--- config.mk ---
export PLATFORM = sky130hd
export DESIGN_NAME = luf_cell
export DESIGN_NICKNAME = d
export VERILOG_FILES = /design/src/rtl/luf_pkg.sv /design/src/rtl/luf_cell.sv
export SDC_FILE = /design/constraint.sdc
export NUM_CORES = 2
export LEC_CHECK = 0
export ABC_AREA = 0
export BUFFER_PORTS_ARGS = -buffer_cell sky130_fd_sc_hd__buf_4
export CAP_MARGIN = 20
export CORE_AREA = 2 2 285 287
export CTS_BUF_LIST = sky130_fd_sc_hd__clkbuf_16
export CTS_CLUSTER_DIAMETER = 30
export DETAILED_ROUTE_END_ITERATION = 6
export DIE_AREA = 0 0 287 289
export GPL_ROUTABILITY_DRIVEN = 0
export GPL_TIMING_DRIVEN = 0
export PLACE_DENSITY = 0.66
export RECOVER_POWER = 25
export SKIP_CTS_REPAIR_TIMING = 1
export SLEW_MARGIN = 30
export SYNTH_ARGS = -nofsm -noshare
export SYNTH_HDL_FRONTEND = slang
export SYNTH_SLANG_ARGS = --single-unit
--- constraint.sdc ---
create_clock -name clk -period 26.3 [get_ports clk]
set_input_delay 5.26 -clock clk [delete_from_list [all_inputs] [get_ports clk]]
set_output_delay 5.26 -clock clk [all_outputs]
set_load 0.1 [all_outputs]
--- src/rtl/luf_pkg.sv ---
// Package for the compact LU factorization block.
// Holds the fixed-point helpers and data types; no dependencies.
package luf_pkg;

    localparam int DW = 32;
    localparam int FB = 16;

    typedef logic signed [DW-1:0] word_t;

    function automatic word_t sat_word(input logic signed [2*DW:0] v);
        logic signed [2*DW:0] vmax;
        logic signed [2*DW:0] vmin;
        begin
            vmax = (2*DW+1)'((64'sd1 <<< (DW-1)) - 64'sd1);
            vmin = -vmax - (2*DW+1)'(1);
            if (v > vmax)
                sat_word = word_t'(vmax);
            else if (v < vmin)
                sat_word = word_t'(vmin);
            else
                sat_word = word_t'(v);
        end
    endfunction

endpackage

--- src/rtl/luf_cell.sv ---
// One column cell: holds one row entry, forms entry minus l times pivot entry.
// Depends on luf_pkg.
module luf_cell
(
    input  logic           clk,
    input  logic           load,
    input  luf_pkg::word_t load_val,
    input  logic           upd,
    input  luf_pkg::word_t l_val,
    input  luf_pkg::word_t piv_val,
    input  logic           shift,
    input  luf_pkg::word_t shift_in,
    output luf_pkg::word_t val
);
    import luf_pkg::*;

    word_t val_reg, val_next;
    logic signed [2*DW-1:0] p;
    logic signed [2*DW:0] pr;
    logic signed [2*DW:0] diff;

    assign p = l_val * piv_val;
    assign pr = (2*DW+1)'(p >>> FB);
    assign diff = (2*DW+1)'(val_reg) - (2*DW+1)'(sat_word(pr));

    always_comb
    begin
        val_next = val_reg;
        if (load)
            val_next = load_val;
        else if (upd)
            val_next = sat_word(diff);
        else if (shift)
            val_next = shift_in;
    end

    always_ff @(posedge clk)
    begin
        val_reg <= val_next;
    end

    assign val = val_reg;
endmodule

==> out/metrics.yaml <==
status: "complete, no violations"
first_iter_violations: 2597
synth-seq-cells: 32
synthDistinctLibCells: 75
vias: 30400
place_hpwl_um: 115000
drc_errors: 0
skew_ns: 0.00674
dieArea_sq_um: 82900
synth_fp_nets: 5656
cp_slowest_cell: "fa_1"
grt_pass1_vias: 32300
post-route-util_pct: 52.7
async_reset_ff_share_pct: 0
synth_seq_area_share_pct: 2.43
synth-edff-count: 32
worstSkewPairLatency_ns: 0.28
max_clock_freq_mhz: 51.7
antenna_found_initial: 4
synth_cells: 4230
ant_nets: 0
avgViaCountPerCell: 5.57
drive_gt1_share_pct: 5.16
die_y_um: 289
grt_max_degree: 33
synth_ff_type: "edfxtp_1"
syn_avg_cell_area_sq_um: 9.34
cts_tree: "yes"
finalCriticalPeriod_ns: 19.35
setup_viol: 0
path_common_cell: "fa_1"
die_x_um: 287
timing_worst_setup_path_type: "in2reg"
wl_per_cell_um: 24.1
root_buffer: "clkbuf_16"
startpoint_type: "input pin"
max_slew.worst_pin.slew_ns: 1.23
area_delta_synth_final_pct: 6.59
cts_sinks: 32
initial_core_util_pct: 49.4
clockBufferDepth: 2
hold_class: "reg2reg"
finalCritPeriodShare_pct: 73.6
numCtsBuffers: 5
wirelength_um: 132000
crit_fanout: 11
largest_reg_flops: 32
finalHoldViolCount: 0
path_clk_slew_ns: 0.05
ios: 164
max_slew_margin_pct: 18.1
final_common_cell: "fa_1"
grt_pass1_wl_um: 202000
ys.warnings.count: 0
syn-cell-area_sq_um: 39500
grt_setup_unrepaired: "false"
layout_common_cells: "1081 x fa_1, 938 x inv_1, 563 x nand2_1, 513 x and2_1, 230 x clkbuf_1"
rows: 104
cts_max_level: 2
cp_data_arrival_time_ns: 19.47
nNetsFinal: 5825
critPathMaxStageDelay_ns: 1.11
grt_usage_pct: 33.0
drv_cap: 0
core_area_sq_um: 79900
drv_slew: 0
firstDrtPassIters: 5
port_buffers: 162
setup_tns_ns: 0
end_kind: "register"
worstPathRequired_ns: 26.42
grt_overflow: 0
layer usage:
metal / vias up / track usage, % / routed length, um
met5: - / 0 / 0
li1: 12800 / - / -
met2: 1572 / 51.4 / 59400
met4: 0 / 14.1 / 7040
met3: 312 / 7.31 / 13900
met1: 15700 / 44.9 / 51300
cells by family (layout without fill, tap and decap cells):
family | after synthesis | in the layout | synth area share, %
other | 0 | 2 | 0
xor gates and xnor gates | 87 | 87 | 1.95
DFF | 32 | 32 | 2.43
AOI/OAI and AO/OA | 370 | 370 | 6.46
buffers and inverters | 1165 | 1335 | 11.3
and+or+nand+nor | 1274 | 1274 | 16.1
muxes | 7 | 7 | 0.184
adders and majority gates | 1295 | 1295 | 61.6
synthesized netlist by cell type (10+ instances only):
| library cell | instances | share of area, % |
|---|---|---|
| a211oi_1 | 16 | 0.30 |
| a21o_1 | 37 | 0.70 |
| a21oi_1 | 99 | 1.3 |
| a21oi_2 | 33 | 0.73 |
| a22oi_1 | 13 | 0.25 |
| a31oi_1 | 10 | 0.16 |
| and2_1 | 513 | 8.1 |
| clkbuf_1 | 210 | 2.0 |
| edfxtp_1 | 32 | 2.4 |
| fa_1 | 1082 | 55 |
| ha_1 | 212 | 6.7 |
| inv_1 | 936 | 8.9 |
| nand2_1 | 563 | 5.4 |
| nand2b_1 | 17 | 0.27 |
| nand3_1 | 23 | 0.29 |
| nand4_1 | 22 | 0.35 |
| nor2_1 | 75 | 0.71 |
| nor2b_1 | 14 | 0.22 |
| nor3_1 | 18 | 0.23 |
| o211ai_1 | 17 | 0.32 |
| o21ai_0 | 55 | 0.70 |
| o22ai_1 | 14 | 0.22 |
| xnor2_1 | 59 | 1.3 |
| xor2_1 | 27 | 0.60 |
through the flow:
step / cell area, sq um / worst slack, ns / hold WS [ns] / std cells
after floorplan: 39500 / 9.95 / 1.36 / 4230
after global placement: 42000 / 6.93 / 0.903 / 5452
after detailed placement: 42000 / 6.94 / 0.918 / 5452
after CTS: 42200 / 7.20 / 0.929 / 5460
after global routing: 42100 / 6.35 / 0.974 / 5460
final: 42100 / 6.95 / 0.936 / 5462
area by class of cell:
type | count | area (sq um)
Timing Repair Buffer | 162 | 1130
Multi-Input combinational cell | 3033 | 34100
Inverter | 936 | 3510
Clock inverter | 3 | 11.3
Clock buffer | 5 | 125
Buffer | 229 | 947
Antenna cell | 2 | 5.00
Tap cell | 1060 | 1330
Fill cell | 7567 | 37800
Sequential cell | 32 | 961
critical path: cells and delay by family:
family,cells,cell delay (ns)
buffers and inverters,7,2.34
adders and majority gates,10,5.80
muxes,1,0.67
AOI/OAI and AO/OA,12,3.08
and+or+nand+nor,10,2.30
path summary, 6_finish.rpt:
path | start | endpoint | slack (ns) | cells past startpoint
max | piv_val[2] | val[14] | 6.95 | 40
min | val[10] | val[10] | 0.94 | 3
max reg2reg | val[3] | val[14] | 21.85 | 13
min reg2reg | val[10] | val[10] | 0.94 | 3
Power is left out: the tool's default activity adds up to more than one toggle a clock period on the data nets, which glitch-free logic cannot reach.
