File: config.mk
export PLATFORM = sky130hd
export DESIGN_NAME = luf_ram
export DESIGN_NICKNAME = d
export VERILOG_FILES = /design/src/rtl/luf_ram.sv
export SDC_FILE = /design/constraint.sdc
export NUM_CORES = 2
export LEC_CHECK = 0
export BUFFER_PORTS_ARGS = -buffer_cell sky130_fd_sc_hd__buf_2
export CAP_MARGIN = 15
export CELL_PAD_IN_SITES_DETAIL_PLACEMENT = 1
export CELL_PAD_IN_SITES_GLOBAL_PLACEMENT = 1
export CORE_MARGIN = 2
export CORE_UTILIZATION = 60
export DETAILED_ROUTE_END_ITERATION = 12
export PLACE_DENSITY_LB_ADDON = 0.1
export SYNTH_ARGS = -nofsm -noshare
export SYNTH_HDL_FRONTEND = slang
export SYNTH_SLANG_ARGS = --single-unit
File: constraint.sdc
create_clock -name clk -period 10.85 [get_ports clk]
set_input_delay 2.17 -clock clk [delete_from_list [all_inputs] [get_ports clk]]
set_output_delay 2.17 -clock clk [all_outputs]
set_load 0.02 [all_outputs]
File: src/rtl/luf_ram.sv
// Generic single-port-write RAM with registered read.
// No dependencies.
module luf_ram
#(
    parameter int WIDTH = 32,
    parameter int DEPTH = 64
)
(
    input  logic                     clk,
    input  logic                     we,
    input  logic [$clog2(DEPTH)-1:0] waddr,
    input  logic [WIDTH-1:0]         wdata,
    input  logic [$clog2(DEPTH)-1:0] raddr,
    output logic [WIDTH-1:0]         rdata
);
    logic [WIDTH-1:0] mem [DEPTH];

    always_ff @(posedge clk)
    begin
        if (we)
            mem[waddr] <= wdata;
        rdata <= mem[raddr];
    end
endmodule

==> flow_metrics.env <==
export IMPL_r2r_start="mem[63][5]"
export IMPL_min_from="mem[12][20]"
export IMPL_yosysWarningCount=0
export IMPL_path_clk_slew_ns=0.06
export IMPL_syn2layout_area_growth_pct=12.0
export IMPL_holdBufCountCts=0
export IMPL_min_delay_path_depth=4
export IMPL_dp_slack_ns=5.16
export IMPL_antenna_found_initial=14
export IMPL_total_power_w=0.0163
export IMPL_fillers=9728
export IMPL_avgViaCountPerCell=6.95
export IMPL_worstPathMaxFanout=44
export IMPL_fin_skew_ns=0.0332
export IMPL_finalHoldViolations=0
export IMPL_fin_crit_sh_pct=44.7
export IMPL_initial_core_util_pct=60.6
export IMPL_cts_resized=0
export IMPL_yosys_area_top_type="edfxtp_1"
export IMPL_crit_top_cell="buf_4"
export IMPL_r2r_cells=4
export IMPL_maxSlewViolCount=0
export IMPL_r2r_slack_ns=8.42
export IMPL_final_antenna_net_count=0
export IMPL_numPortBuffers=77
export IMPL_synthTopCellsByArea="edfxtp_1 (78%), mux4_2 (16%), mux2i_1 (1.2%), dfxtp_1 (0.82%), o22ai_1 (0.67%)"
export IMPL_grt_max_degree=131
export IMPL_critPathSlowestCell="or2_1"
export IMPL_drive_gt1_share_pct=29.1
export IMPL_synth_fp_nets=3370
export IMPL_worstPathCellList="buf_4, buf_4, buf_4, or2_1, o22ai_1, nor2_1, a21oi_1, nor2_1"
export IMPL_end_kind="register"
export IMPL_finalWorstSetupSlack_ns=6.00
export IMPL_cap_violations=0
export IMPL_die_area_um2=134000
export IMPL_finalSetupViolations=0
export IMPL_yosysMostFrequentCell="edfxtp_1"
export IMPL_core_area_um2=130000
export IMPL_ys_seq_area_share_pct=79.1
export IMPL_arrival_ns=5.59
export IMPL_clock_path_buffers=3
export IMPL_overflow=0
export IMPL_r2r_end="rdata[5]"
export IMPL_dr_pass1_iters=5
export IMPL_grt_pass1_vias=39500
export IMPL_hp_class="reg2reg"
export IMPL_synth_top_area_share_pct=78.3
export IMPL_rsz0062_at_grt="no"
export IMPL_dieHeight_um=366
export IMPL_async_reset_ff_share_pct=0
export IMPL_worstPathRequired_ns=11.60
export IMPL_grt_use_total_pct=31.7
export IMPL_leakage_nw=27.4
export IMPL_synthFlopType="edfxtp_1"
export IMPL_ys_ff_latch=2080
export IMPL_die_w_um=366
export IMPL_powerDensity_nw_per_um2=186
export IMPL_cts_buffers=199
export IMPL_cts_root_buf="clkbuf_16"
export IMPL_clk_latency_ns=0.85
export IMPL_critPathLaunchType="input pin"
export IMPL_ios=78
export IMPL_drc=0
export IMPL_min_period_ns=4.85
export IMPL_fin_util_pct=67.8
export IMPL_dp_hpwl_mm=108
export IMPL_gp_congestion=0.780
export IMPL_place_inst=5054
export IMPL_syn_area_um2=78500
export IMPL_max_stage_delay_ns=0.94
export IMPL_fin_cells=5441
export IMPL_worst_pin_slew_ns=1.21
export IMPL_cts_sink_count=2080
export IMPL_slew_headroom_pct=19.5
export IMPL_drt_total_wl_mm=207
export IMPL_cts_tree="built"
export IMPL_setup_total_negative_slack_ns=0
export IMPL_worst_hold_path_endpoint="rdata[20]"
export IMPL_wl_per_cell_um=38.0
export IMPL_synth_edff_count=2048
export IMPL_cts_htree_levels=4
export IMPL_synth_commonest_cells="edfxtp_1 (2048), mux4_2 (544), nor2_1 (137)"
export IMPL_num_vias=37800
export IMPL_synth_cell_type_count=34
export IMPL_fmaxAchievable_mhz=206
export IMPL_syn_inst=3324
export IMPL_num_rows=132
export IMPL_grt_pass1_wl_mm=296
export IMPL_outcome="completed"
export IMPL_postCtsSetupBuffers=0
export IMPL_fin_nets=3574
export IMPL_critPathKind="in2reg"
export IMPL_max_vdd_ir_drop_uv=180
export IMPL_drt_iter0_drc=5264
export IMPL_syn_area_per_cell_um2=23.6
how the worst max path moves through the flow:
| stage | startpoint | end | slack [ns] | cells past startpoint |
|---|---|---|---|---|
| after floorplan | waddr[3] | mem[48][0] | 5.52 | 4 |
| after global placement | raddr[0] | rdata[4] | 5.20 | 8 |
| after detailed placement | raddr[2] | rdata[5] | 5.16 | 6 |
| after CTS | raddr[3] | rdata[11] | 6.05 | 8 |
| after global routing | raddr[0] | rdata[8] | 5.92 | 8 |
| final | raddr[3] | rdata[15] | 6.00 | 8 |
placed cells by master, fill, tap and decap left out, types with 3 or more instances in the layout:
| cell type | synthesis | final |
|---|---|---|
| edfxtp_1 | 2048 | 2048 |
| mux4_2 | 544 | 544 |
| clkbuf_16 | 0 | 204 |
| mux2i_1 | 93 | 93 |
| buf_4 | 25 | 86 |
| o22ai_1 | 84 | 84 |
| nor2_1 | 137 | 75 |
| buf_2 | 57 | 73 |
| clkbuf_1 | 74 | 64 |
| a21oi_1 | 62 | 62 |
| nor2_4 | 0 | 62 |
| clkinv_2 | 0 | 42 |
| dfxtp_1 | 32 | 32 |
| o221ai_1 | 27 | 27 |
| nand2_1 | 26 | 26 |
| clkinv_1 | 0 | 25 |
| buf_12 | 0 | 21 |
| nor2b_1 | 15 | 15 |
| a22oi_1 | 12 | 12 |
| clkbuf_8 | 0 | 9 |
| nand2b_1 | 8 | 8 |
| a311oi_1 | 8 | 8 |
| inv_6 | 0 | 7 |
| bufinv_16 | 0 | 7 |
| diode_2 | 0 | 6 |
| nand3b_1 | 5 | 5 |
| nor3_1 | 7 | 5 |
| nand3_1 | 5 | 5 |
| and3_1 | 4 | 4 |
| a41o_1 | 4 | 4 |
| o32ai_1 | 4 | 4 |
| clkinvlp_4 | 0 | 4 |
| or3b_2 | 3 | 3 |
| or3_1 | 3 | 3 |
| clkinv_8 | 0 | 3 |
| buf_8 | 0 | 3 |
flip-flops by register name (all words and copies together), names as in the netlist:
signal and count:
rdata 32, mem 2048
layer usage:
metal	wire [um]	vias to the layer above	global-route usage (%)
met1	78700	20500	46.4
li1	-	14700	-
met3	21600	359	5.97
met2	100000	2333	49.4
met5	27	-	0
met4	6150	4	10.2
critical path, delay by kind of cell:
kind	cells	cell delay (ns)
buffers and inverters	3	1.58
and+or+nand+nor	3	1.33
AOI/OAI and AO/OA	2	0.45
cell families after synthesis:
family / share of synthesized area, %
compound gates: 1.67
simple gates: 1.27
buf+inv: 1.13
mux: 16.8
flops: 79.1
layout make-up:
class                      instances  area (um^2)  area share [%]
antenna                            6         15.0          0.0171
clock buffer                     277         5470            6.22
clock inverter                    89          663           0.754
multi-input combinational       1062        16000            18.1
sequential                      2080        62100            70.6
tap                             1742         2180            2.48
timing repair buffer             185         1530            1.74
per-stage QoR:
step	area, um^2	hold slack, ns
3_3_place_gp	81500	0.730
4_1_cts	87600	0.762
6_report	88000	0.757
2_1_floorplan	78500	0.663
5_1_grt	88000	0.845
3_5_place_dp	81500	0.755
report_power, final:
part | total, W | internal, W | switching (W)
clock network | 0.00660 | 0.00368 | 0.00292
registers | 0.00894 | 0.00890 | 0.0000414
logic | 0.000802 | 0.000297 | 0.000505
(Power assumes the default switching activity.)
