===== src/rtl/luf_pkg.sv =====
// Package for the compact LU factorization block.
// Holds the fixed-point helpers and data types; no dependencies.
package luf_pkg;

    localparam int DW = 32;
    localparam int FB = 16;

    typedef logic signed [DW-1:0] word_t;

    function automatic word_t sat_word(input logic signed [2*DW:0] v);
        logic signed [2*DW:0] vmax;
        logic signed [2*DW:0] vmin;
        begin
            vmax = (2*DW+1)'((64'sd1 <<< (DW-1)) - 64'sd1);
            vmin = -vmax - (2*DW+1)'(1);
            if (v > vmax)
                sat_word = word_t'(vmax);
            else if (v < vmin)
                sat_word = word_t'(vmin);
            else
                sat_word = word_t'(v);
        end
    endfunction

endpackage


===== src/rtl/luf_div.sv =====
// Iterative restoring divider, one quotient bit per cycle.
// Depends on luf_pkg.
module luf_div
(
    input  logic             clk,
    input  logic             rst_n,
    input  logic             go,
    input  luf_pkg::word_t   num,
    input  luf_pkg::word_t   den,
    output logic             done,
    output luf_pkg::word_t   quo
);
    import luf_pkg::*;

    localparam int QW = DW + FB;

    logic [QW-1:0] q_reg, q_next;
    logic [DW:0]   r_reg, r_next;
    logic [DW-1:0] d_reg, d_next;
    logic          neg_reg, neg_next;
    logic [6:0]    cnt_reg, cnt_next;
    logic          run_reg, run_next;
    logic          done_reg, done_next;
    logic [DW:0]   trial;
    logic signed [2*DW:0] sq;

    assign trial = {r_reg[DW-1:0], q_reg[QW-1]} - {1'b0, d_reg};
    assign sq = neg_reg ? -(2*DW+1)'({1'b0, q_reg}) : (2*DW+1)'({1'b0, q_reg});

    always_comb
    begin
        q_next = q_reg;
        r_next = r_reg;
        d_next = d_reg;
        neg_next = neg_reg;
        cnt_next = cnt_reg;
        run_next = run_reg;
        done_next = 1'b0;
        if (go)
        begin
            q_next = {(num[DW-1] ? DW'(-num) : DW'(num)), FB'(0)};
            d_next = den[DW-1] ? DW'(-den) : DW'(den);
            neg_next = num[DW-1] ^ den[DW-1];
            r_next = '0;
            cnt_next = 7'(QW);
            run_next = 1'b1;
        end
        else if (run_reg)
        begin
            if (!trial[DW])
            begin
                r_next = trial;
                q_next = {q_reg[QW-2:0], 1'b1};
            end
            else
            begin
                r_next = {r_reg[DW-1:0], q_reg[QW-1]};
                q_next = {q_reg[QW-2:0], 1'b0};
            end
            cnt_next = cnt_reg - 7'd1;
            if (cnt_reg == 7'd1)
            begin
                run_next = 1'b0;
                done_next = 1'b1;
            end
        end
    end

    always_ff @(posedge clk or negedge rst_n)
    begin
        if (!rst_n)
        begin
            run_reg <= 1'b0;
            done_reg <= 1'b0;
            cnt_reg <= '0;
        end
        else
        begin
            run_reg <= run_next;
            done_reg <= done_next;
            cnt_reg <= cnt_next;
        end
    end

    always_ff @(posedge clk)
    begin
        q_reg <= q_next;
        r_reg <= r_next;
        d_reg <= d_next;
        neg_reg <= neg_next;
    end

    assign done = done_reg;
    assign quo = sat_word(sq);
endmodule


===== config.mk =====
export PLATFORM = sky130hd
export DESIGN_NAME = luf_div
export DESIGN_NICKNAME = d
export VERILOG_FILES = /design/src/rtl/luf_pkg.sv /design/src/rtl/luf_div.sv
export SDC_FILE = /design/constraint.sdc
export NUM_CORES = 1
export LEC_CHECK = 0
export CAP_MARGIN = 0
export CELL_PAD_IN_SITES_DETAIL_PLACEMENT = 0
export CELL_PAD_IN_SITES_GLOBAL_PLACEMENT = 1
export CORE_MARGIN = 1
export CORE_UTILIZATION = 40
export CTS_CLUSTER_DIAMETER = 50
export DETAILED_ROUTE_END_ITERATION = 10
export DONT_BUFFER_PORTS = 1
export GPL_TIMING_DRIVEN = 0
export PLACE_DENSITY_LB_ADDON = 0.3
export SLEW_MARGIN = 20
export SYNTH_ARGS = -nofsm -noshare
export SYNTH_HDL_FRONTEND = slang
export SYNTH_SLANG_ARGS = --single-unit
export TNS_END_PERCENT = 30

===== constraint.sdc =====
create_clock -name clk -period 8.1 [get_ports clk]
set_input_delay 0.405 -clock clk [delete_from_list [all_inputs] [get_ports clk]]
set_output_delay 0.405 -clock clk [all_outputs]
set_load 0.005 [all_outputs]

==> impl_metrics.json, run 1 <==
{
  "hold_viol_final": 0,
  "die_h_um": 156,
  "detail-route-antenna-nets": 0,
  "drv_slew": 0,
  "swShare_pct": 37.8,
  "critPathArrivalTime_ns": 4.52,
  "layout_setup_ws_ns": 3.18,
  "post_cts_buffers": 0,
  "async_flop_share_pct": 7.38,
  "holdWs_ns": 0.0764,
  "drt-initial-drc-count": 447,
  "syn_area_mm2": 0.00950,
  "worstSetupStartpointType": "flip-flop",
  "p_clk_share_pct": 27.0,
  "area_delta_synth_final_pct": 10.8,
  "finalCritPeriodShare_pct": 60.8,
  "cts-buffers-inserted": 17,
  "switchingPower_mw": 1.11,
  "endpoint_kind": "output pin",
  "crit_type": "flip-flop to output pin",
  "largest_reg_flops": 48,
  "drt-pass1-iter-count": 5,
  "overflow": 0,
  "cts-resized-gates": 0,
  "hold_buffers": 1,
  "yosysWarningCount": 0,
  "die_area_mm2": 0.0244,
  "wirelength_um": 25300,
  "syn-num-nets": 1165,
  "root_buffer": "clkbuf_16",
  "place_area_mm2": 0.00990,
  "netlist_instances": 1060,
  "io_buffers": 0,
  "slew_headroom_pct": 37.8,
  "powerDensity_mw_per_mm2": 279,
  "die_x_um": 156,
  "setup_tns_ns": 0,
  "grt_pass1_vias": 7619,
  "finalPower_mw": 2.93,
  "drive_gt1_share_pct": 7.32,
  "ctsLongestPathBuffers": 2,
  "drv_cap": 0,
  "finalSetupViolations": 0,
  "avgViaCountPerCell": 5.60,
  "rows": 56,
  "grt_start_max_net_pins": 40,
  "hold_path_class": "input port to flip-flop",
  "stdcell_area_mm2": 0.0105,
  "worst_ep_required_time_ns": 7.70,
  "grt_pass1_wl_um": 40700,
  "clock-sinks": 122,
  "core_region_area_mm2": 0.0234,
  "drcViolationCount": 0,
  "fmax_mhz": 203,
  "multi_input_area_mm2": 0.00577,
  "netlist-cell-type-count": 74,
  "dp.final_hpwl_um": 19600,
  "routedWlPerCell_um": 17.9,
  "insertion_delay_ns": 0.43,
  "post-place-ws_ns": 3.37,
  "gp_congestion": 0.877,
  "cts_tree": "built",
  "worst_slew_pin_slew_ns": 0.924,
  "timing.final.crit_period_ns": 4.92,
  "cts_max_level": 4,
  "p_seq_share_pct": 30.2,
  "vdd_drop_max_v": 0.000135,
  "antenna_found_initial": 0,
  "syn_avg_cell_area_um2": 8.96,
  "final_nets": 1185,
  "p_comb_share_pct": 42.8,
  "synth-seq-cells": 122,
  "cp_max_fo": 10,
  "grt_setup_unrepaired": "false",
  "fillers": 2389,
  "regArea_mm2": 0.00314,
  "gr-usage-all-layers_pct": 21.3,
  "internal_power_mw": 1.83,
  "p_leak_nw": 4.22,
  "synthFlopType": "edfxtp_1",
  "synth_edf_count": 65,
  "vias": 7904,
  "initial_core_util_pct": 40.6,
  "skew_ns": 0.0117,
  "status": "complete, no violations",
  "clkTransAtPathRegs_ns": 0.06,
  "ioPinCount": 100,
  "diodes": 0,
  "ys_seq_area_share_pct": 33.0
}
power groups by stage:
stage                     Clock (mW)  Combinational (mW)  Sequential, mW
after global placement             0                1.25           0.897
final                          0.793                1.26           0.885
after detailed placement           0                1.25           0.899
after global routing           0.832                1.40           0.902
after CTS                      0.805                1.26           0.886
after floorplan                    0                1.02           0.862
cells by family after synthesis:
kind of cell               share of synthesized area, %
AOI/OAI and AO/OA                                  21.4
xor gates and xnor gates                           12.1
adders and majority gates                          5.08
buffers and inverters                              6.20
DFF                                                33.0
muxes                                              4.66
and+or+nand+nor                                    17.6
per-stage QoR:
step / cells / utilization [%]
finish: 1412 / 45.0
detailed placement: 1379 / 42.3
floorplan: 1060 / -
global route: 1412 / 45.0
CTS: 1412 / 45.0
global placement: 1379 / 42.3
metal layers:
layer  vias up  GRT usage [%]  wire length [um]
met4         0           5.70               371
met5         -              0                 0
li1       3936              -                 -
met3        25           3.31               827
met1      3773           26.7             11600
met2       170           37.9             12600
worst max-delay path, cell delays in order (launching register included):
cell	delay, ns
dfxtp_1	0.35
inv_1	0.13
ha_1	0.17
or3b_1	0.41
nor4_1	0.65
nand3_1	0.34
or4b_1	0.54
nand2_1	0.08
a31oi_1	0.12
nor4_2	0.31
nand4_1	0.19
o41ai_4	0.47
buf_6	0.22
o21ai_1	0.10
cells in the final DEF (no fill, tap or decap), types with 9 or more instances in the layout:
cell type | netlist | routed
clkbuf_16 | 0 | 20
a22o_1 | 31 | 31
mux2i_1 | 42 | 42
dfxtp_1 | 48 | 48
a211oi_1 | 29 | 29
a21o_1 | 23 | 23
a21oi_1 | 32 | 32
o41ai_1 | 11 | 11
xor2_1 | 53 | 53
nor3_1 | 17 | 17
or3_1 | 17 | 17
edfxtp_1 | 65 | 65
nand4_1 | 10 | 10
clkbuf_1 | 45 | 45
ha_1 | 37 | 37
nand2b_1 | 16 | 16
nor2_1 | 90 | 90
dfrtp_1 | 9 | 9
nand2_1 | 75 | 75
o21ai_1 | 25 | 25
or4_1 | 9 | 9
o21ai_0 | 60 | 60
o31ai_1 | 34 | 34
xnor2_1 | 78 | 78
nor4_1 | 14 | 14
nand3_1 | 18 | 18
inv_1 | 48 | 48
Yosys cell counts, types with 5 or more instances:
cell type	count	share of area [%]
edfxtp_1	65	21
nand2b_1	16	1.1
dfrtp_1	9	2.4
buf_1	5	0.20
and3_1	5	0.33
o21ai_1	25	1.3
xnor2_1	78	7.2
o31ai_1	34	2.7
mux2i_1	42	4.4
a21oi_1	32	1.7
or3_1	17	1.1
a21o_1	23	1.8
o41ai_1	11	1.0
nand4_1	10	0.66
nand2_1	75	3.0
nor2b_1	6	0.40
nor4b_1	5	0.46
o21ai_2	5	0.46
a31oi_1	8	0.53
inv_1	48	1.9
clkbuf_1	45	1.8
nor3_1	17	0.90
a211oi_1	29	2.3
o21ai_0	60	3.2
xor2_1	53	4.9
dfxtp_1	48	10
a22o_1	31	2.9
or2_2	6	0.40
nor4_1	14	0.92
ha_1	37	4.9
nor2_1	90	3.6
or4_1	9	0.71
nand3_1	18	0.95
area by class of cell:
type	instances	share of cell area (%)
well taps	319	3.79
flip-flops and latches	122	29.8
plain buffers	65	3.89
clock buffers	21	4.89
multi-input cells	825	54.9
inverters	48	1.71
repair buffers	1	0.0951
clock inverters	11	0.963
path summary, 6_finish.rpt:
check,start,to,slack [ns],cells after the start
max,q_reg[0],quo[22],3.18,13
min,den[0],d_reg[0],0.08,0
max reg2reg,q_reg[47],r_reg[23],3.33,15
min reg2reg,r_reg[24],r_reg[24],0.51,2
max in group asynchronous,rst_n,done,7.44,1
min in group asynchronous,rst_n,cnt_reg[3],0.36,1
Power figures use the tool's default switching activity.
==> run 2: changes to the inputs <==
Clock period 8.1 ns to 4.9 ns, I/O delays scaled along.
==> impl_metrics.json, run 2 (synthesized netlist as in run 1, its figures left out) <==
{
  "regToRegSetupSlack_ns": 0.31,
  "core_region_area_mm2": 0.0234,
  "drcViolationCount": 0,
  "timing.final.crit_period_ns": 4.59,
  "worst_slew_pin_slew_ns": 0.926,
  "drive_gt1_share_pct": 7.58,
  "routedWlPerCell_um": 18.0,
  "powerDensity_mw_per_mm2": 460,
  "cp_max_fo": 10,
  "insertion_delay_ns": 0.43,
  "drv_cap": 0,
  "vias": 7897,
  "p_comb_share_pct": 42.9,
  "fillers": 2386,
  "detail-route-antenna-nets": 0,
  "die_x_um": 156,
  "swShare_pct": 37.8,
  "die_h_um": 156,
  "vdd_drop_max_v": 0.000223,
  "timing.rr.start": "q_reg[47]",
  "p_leak_nw": 4.24,
  "gr-usage-all-layers_pct": 21.4,
  "initial_core_util_pct": 40.6,
  "skew_ns": 0.0125,
  "grt_setup_unrepaired": "false",
  "r2r-end": "r_reg[23]",
  "cp.buffers_inverters": 3,
  "io_buffers": 0,
  "avgViaCountPerCell": 5.58,
  "largest_reg_flops": 48,
  "drv_slew": 0,
  "critPathArrivalTime_ns": 4.91,
  "dp.final_hpwl_um": 19600,
  "cts-buffers-inserted": 17,
  "ioPinCount": 100,
  "grt_pass1_vias": 7632,
  "cp_cell_sequence": "inv_1 -> ha_1 -> fa_1 -> nand2b_1 -> a211oi_1 -> o2111ai_1 -> a41oi_1 -> or4b_2 -> nand2_1 -> o21ai_0 -> xor2_1 -> clkbuf_2 -> clkbuf_1 -> o41ai_1 -> a311oi_1",
  "p_seq_share_pct": 30.1,
  "clock-sinks": 122,
  "critPathTopFamily": "compound AO/OA/AOI/OAI gates",
  "rows": 56,
  "final_common_cell": "nor2_1",
  "fmax_mhz": 218,
  "drt-pass1-iter-count": 5,
  "endpoint_kind": "flip-flop",
  "setup_tns_ns": 0,
  "cts_tree": "built",
  "crit_type": "flip-flop to flip-flop",
  "finalSetupViolations": 0,
  "layout_common_cells": "90 x nor2_1, 78 x xnor2_1, 75 x nand2_1, 65 x edfxtp_1, 60 x o21ai_0",
  "worst_ep_required_time_ns": 5.23,
  "root_buffer": "clkbuf_16",
  "antenna_found_initial": 0,
  "whs_path_depth": 1,
  "grt_start_max_net_pins": 34,
  "area_delta_synth_final_pct": 11.2,
  "cp_slowest_cell": "clkbuf_1",
  "hold_viol_final": 0,
  "die_area_mm2": 0.0244,
  "wirelength_um": 25500,
  "slew_headroom_pct": 37.7,
  "status": "complete, no violations",
  "hold_path_class": "input port to flip-flop",
  "cts_max_level": 4,
  "min_from": "den[30]",
  "internal_power_mw": 3.02,
  "fin_util_pct": 45.1,
  "overflow": 0,
  "switchingPower_mw": 1.84,
  "drt-initial-drc-count": 431,
  "clkTransAtPathRegs_ns": 0.06,
  "ctsLongestPathBuffers": 2,
  "final_nets": 1187,
  "finalCritPeriodShare_pct": 93.6,
  "grt_pass1_wl_um": 40800,
  "p_clk_share_pct": 27.0,
  "gp_congestion": 0.877,
  "diodes": 0,
  "worstSetupStartpointType": "flip-flop",
  "reg2reg_depth": 15,
  "hold_end": "d_reg[31]",
  "cpPeakStageDelay_ns": 0.49
}
run 2: changes by cell type in the layout (fill, tap and decap cells not counted):
cell / delta
dlygate4sd3_1: +1
clkbuf_1: -1
clkbuf_2: +1
nor4_2: +1
buf_12: +1
nor4_1: -1
run 2: layout make-up:
type                       count  area, um^2  area share, %
inverter                      48         180           1.71
multi-input combinational    825        5780           54.7
sequential                   122        3140           29.7
timing repair buffer           3        40.0          0.379
tap                          319         399           3.78
buffer                        65         410           3.88
clock inverter                11         101          0.959
clock buffer                  21         514           4.87
run 2: through the flow:
step	total power, mW	area (um^2)	hold slack [ns]	setup WS (ns)	cells
after floorplan	3.11	9500	-0.0506	1.36	1060
after global placement	3.54	9900	-0.0501	0.170	1379
after detailed placement	3.55	9900	-0.0500	0.170	1379
after CTS	4.88	10600	0.00366	0.111	1414
after global routing	5.20	10600	0.00838	0.0627	1414
final	4.86	10600	0.0158	0.313	1414
run 2: worst max-delay path by stage:
stage,startpoint,end,cells after the start
global route,q_reg[0],quo[19],11
CTS,q_reg[0],quo[22],13
finish,q_reg[47],r_reg[23],15
global placement,q_reg[47],r_reg[23],15
detailed placement,q_reg[47],r_reg[23],15
floorplan,q_reg[47],r_reg[23],15
run 2: worst reg2reg max path, delay by kind of cell (launching register included):
family | cells | cell delay (ns)
AO/OA/AOI/OAI | 6 | 1.71
buffers and inverters | 3 | 0.90
AND/OR/NAND/NOR | 3 | 0.51
XOR/XNOR | 1 | 0.32
flip-flops | 1 | 0.42
adder cells (fa/ha/maj) | 2 | 0.64
run 2: metal layers:
| layer | up-vias | wire (um) | global-route usage (%) |
|---|---|---|---|
| li1 | 3945 | - | - |
| met1 | 3763 | 11600 | 26.8 |
| met2 | 164 | 12600 | 38.0 |
| met3 | 25 | 853 | 3.33 |
| met4 | 0 | 365 | 5.70 |
| met5 | - | 0 | 0 |
run 2: timing repair:
action / 4_1_cts / 5_1_grt
hold buffers: 3 / 0
resized for setup: 0 / 3
endpoints found under the hold margin: 43 / 0
endpoints found under the setup margin: 0 / 34
buffers inserted: 0 / 0
run 2: power groups by stage:
| stage | registers, mW | logic (mW) | clock network [mW] |
|---|---|---|---|
| finish | 1.46 | 2.09 | 1.31 |
| global route | 1.49 | 2.33 | 1.38 |
| CTS | 1.46 | 2.09 | 1.33 |
| detailed placement | 1.49 | 2.07 | 0 |
| global placement | 1.48 | 2.06 | 0 |
| floorplan | 1.42 | 1.69 | 0 |
==> run 3: changes to the inputs <==
Settings changed: CORE_UTILIZATION 40 to 38.
==> impl_metrics.json, run 3 (synthesized netlist as in run 1, its figures left out) <==
{
  "status": "complete, no violations",
  "vias": 7922,
  "clkTransAtPathRegs_ns": 0.06,
  "final_common_cell": "nor2_1",
  "finalPower_mw": 5.03,
  "critPathTopFamily": "simple AND/OR/NAND/NOR gates",
  "cts-buffers-inserted": 17,
  "wirelength_um": 26000,
  "layout_common_cells": "90 x nor2_1, 78 x xnor2_1, 75 x nand2_1, 65 x edfxtp_1, 60 x o21ai_0",
  "root_buffer": "clkbuf_16",
  "gp_congestion": 0.860,
  "drv_slew": 0,
  "worst_ep_required_time_ns": 4.66,
  "cts_tree": "built",
  "cp_cell_sequence": "or4_4 -> nor4_1 -> nand2_1 -> o31ai_1 -> xor2_1 -> nand2_1 -> nor4_2 -> nand4_1 -> o41ai_4 -> buf_6 -> o21ai_1",
  "detail-route-antenna-nets": 0,
  "worstSetupStartpointType": "flip-flop",
  "endpoint_kind": "output pin",
  "grt_pass1_wl_um": 41900,
  "timing.final.crit_period_ns": 4.53,
  "internal_power_mw": 3.20,
  "p_comb_share_pct": 41.5,
  "antenna_found_initial": 0,
  "cp_slowest_cell": "nor4_1",
  "finalCritPeriodShare_pct": 92.4,
  "cp_common_cell": "nand2_1",
  "crit_path_start": "q_reg[0]",
  "overflow": 0,
  "largest_reg_flops": 48,
  "timing.rr.start": "q_reg[47]",
  "post-place-ws_ns": 0.420,
  "powerDensity_mw_per_mm2": 473,
  "swShare_pct": 36.4,
  "die_x_um": 160,
  "p_seq_share_pct": 29.2,
  "area_delta_synth_final_pct": 12.0,
  "fmax_mhz": 221,
  "p_leak_nw": 4.26,
  "die_area_mm2": 0.0256,
  "drv_cap": 0,
  "vdd_drop_max_v": 0.000226,
  "clock-sinks": 122,
  "critPathArrivalTime_ns": 4.28,
  "stdcell_area_mm2": 0.0106,
  "drt-initial-drc-count": 424,
  "min_from": "den[7]",
  "grt_pass1_vias": 7832,
  "holdWs_ns": 0.0118,
  "final_nets": 1188,
  "layout_setup_ws_ns": 0.371,
  "rows": 57,
  "slew_headroom_pct": 33.3,
  "cp_max_fo": 10,
  "die_h_um": 160,
  "diodes": 0,
  "crit_type": "flip-flop to output pin",
  "insertion_delay_ns": 0.43,
  "drcViolationCount": 0,
  "cp.buffers_inverters": 1,
  "finalSetupViolations": 0,
  "worst_slew_pin_slew_ns": 0.991,
  "skew_ns": 0.0151,
  "io_buffers": 0,
  "core_region_area_mm2": 0.0244,
  "avgViaCountPerCell": 5.58,
  "ioPinCount": 100,
  "grt_setup_unrepaired": "false",
  "dp.final_hpwl_um": 19800,
  "grt_start_max_net_pins": 34,
  "drive_gt1_share_pct": 7.39,
  "hold_viol_final": 0,
  "drt-pass1-iter-count": 4,
  "initial_core_util_pct": 39.0,
  "gr-usage-all-layers_pct": 20.5,
  "cts_max_level": 4,
  "switchingPower_mw": 1.83,
  "ctsLongestPathBuffers": 2,
  "routedWlPerCell_um": 18.3,
  "cpPeakStageDelay_ns": 0.76,
  "fillers": 2413,
  "p_clk_share_pct": 29.3,
  "place_area_mm2": 0.00991,
  "setup_tns_ns": 0,
  "hold_path_class": "input port to flip-flop"
}
[run 3: changes by cell type in the layout (fill, tap and decap cells not counted), sizes merged]
cell         before  now
dlygate4sd3       2    3
clkbuf           70   69
clkinvlp          1    2
inv              53   48
bufinv            1    6
[run 3: worst paths after layout]
| path | slack (ns) | cells past startpoint | endpoint |
|---|---|---|---|
| max in group asynchronous | 4.36 | 1 | cnt_reg[5] |
| worst max-delay path | 0.37 | 11 | quo[22] |
| min in group asynchronous | 0.22 | 1 | cnt_reg[6] |
| worst min register to register | 0.50 | 2 | r_reg[14] |
| worst max register to register | 0.41 | 15 | r_reg[23] |
| worst min-delay path | 0.01 | 1 | d_reg[7] |
[run 3: through the flow]
stage               instances  utilization, %
floorplan                1060               -
global route             1420            43.6
finish                   1420            43.6
global placement         1384            40.6
CTS                      1419            43.6
detailed placement       1384            40.6
[run 3: final cells by class]
type / instances / area (um^2) / share of cell area [%]
Sequential cell: 122 / 3140 / 29.5
Clock buffer: 20 / 457 / 4.29
Inverter: 48 / 180 / 1.69
Multi-Input combinational cell: 825 / 5780 / 54.3
Timing Repair Buffer: 4 / 50.0 / 0.470
Buffer: 65 / 409 / 3.85
Clock inverter: 12 / 219 / 2.06
Tap cell: 324 / 405 / 3.81
[run 3: power by group through the flow]
| stage | Combinational (mW) | Clock, mW | Sequential (mW) |
|---|---|---|---|
| 6_report | 2.09 | 1.47 | 1.47 |
| 5_1_grt | 2.33 | 1.54 | 1.50 |
| 4_1_cts | 2.09 | 1.50 | 1.47 |
| 3_5_place_dp | 2.06 | 0 | 1.49 |
| 3_3_place_gp | 2.05 | 0 | 1.49 |
| 2_1_floorplan | 1.69 | 0 | 1.42 |
[run 3: worst reg2reg max path, cell delays in order (launching register included)]
cell	delay, ns
edfxtp_1	0.42
inv_1	0.06
ha_1	0.22
fa_1	0.39
nand2b_1	0.21
a211oi_1	0.32
o2111ai_1	0.19
a41oi_1	0.31
or4b_2	0.19
nand2_1	0.07
o21ai_0	0.23
xor2_1	0.30
clkbuf_1	0.51
clkbuf_1	0.50
o41ai_1	0.20
a311oi_1	0.27
[run 3: timing repair]
item / CTS / global route
endpoints found under the setup margin: 0 / 31
hold buffers: 3 / 1
hold endpoints to repair: 43 / 1
buffers inserted: 0 / 0
resized for setup: 0 / 1
[run 3: metal layers]
layer,GRT usage (%),routed length [um],vias up
met2,35.3,12600,171
li1,-,-,3935
met1,26.5,12100,3789
met3,3.56,930,27
met5,0,0,-
met4,4.98,323,0
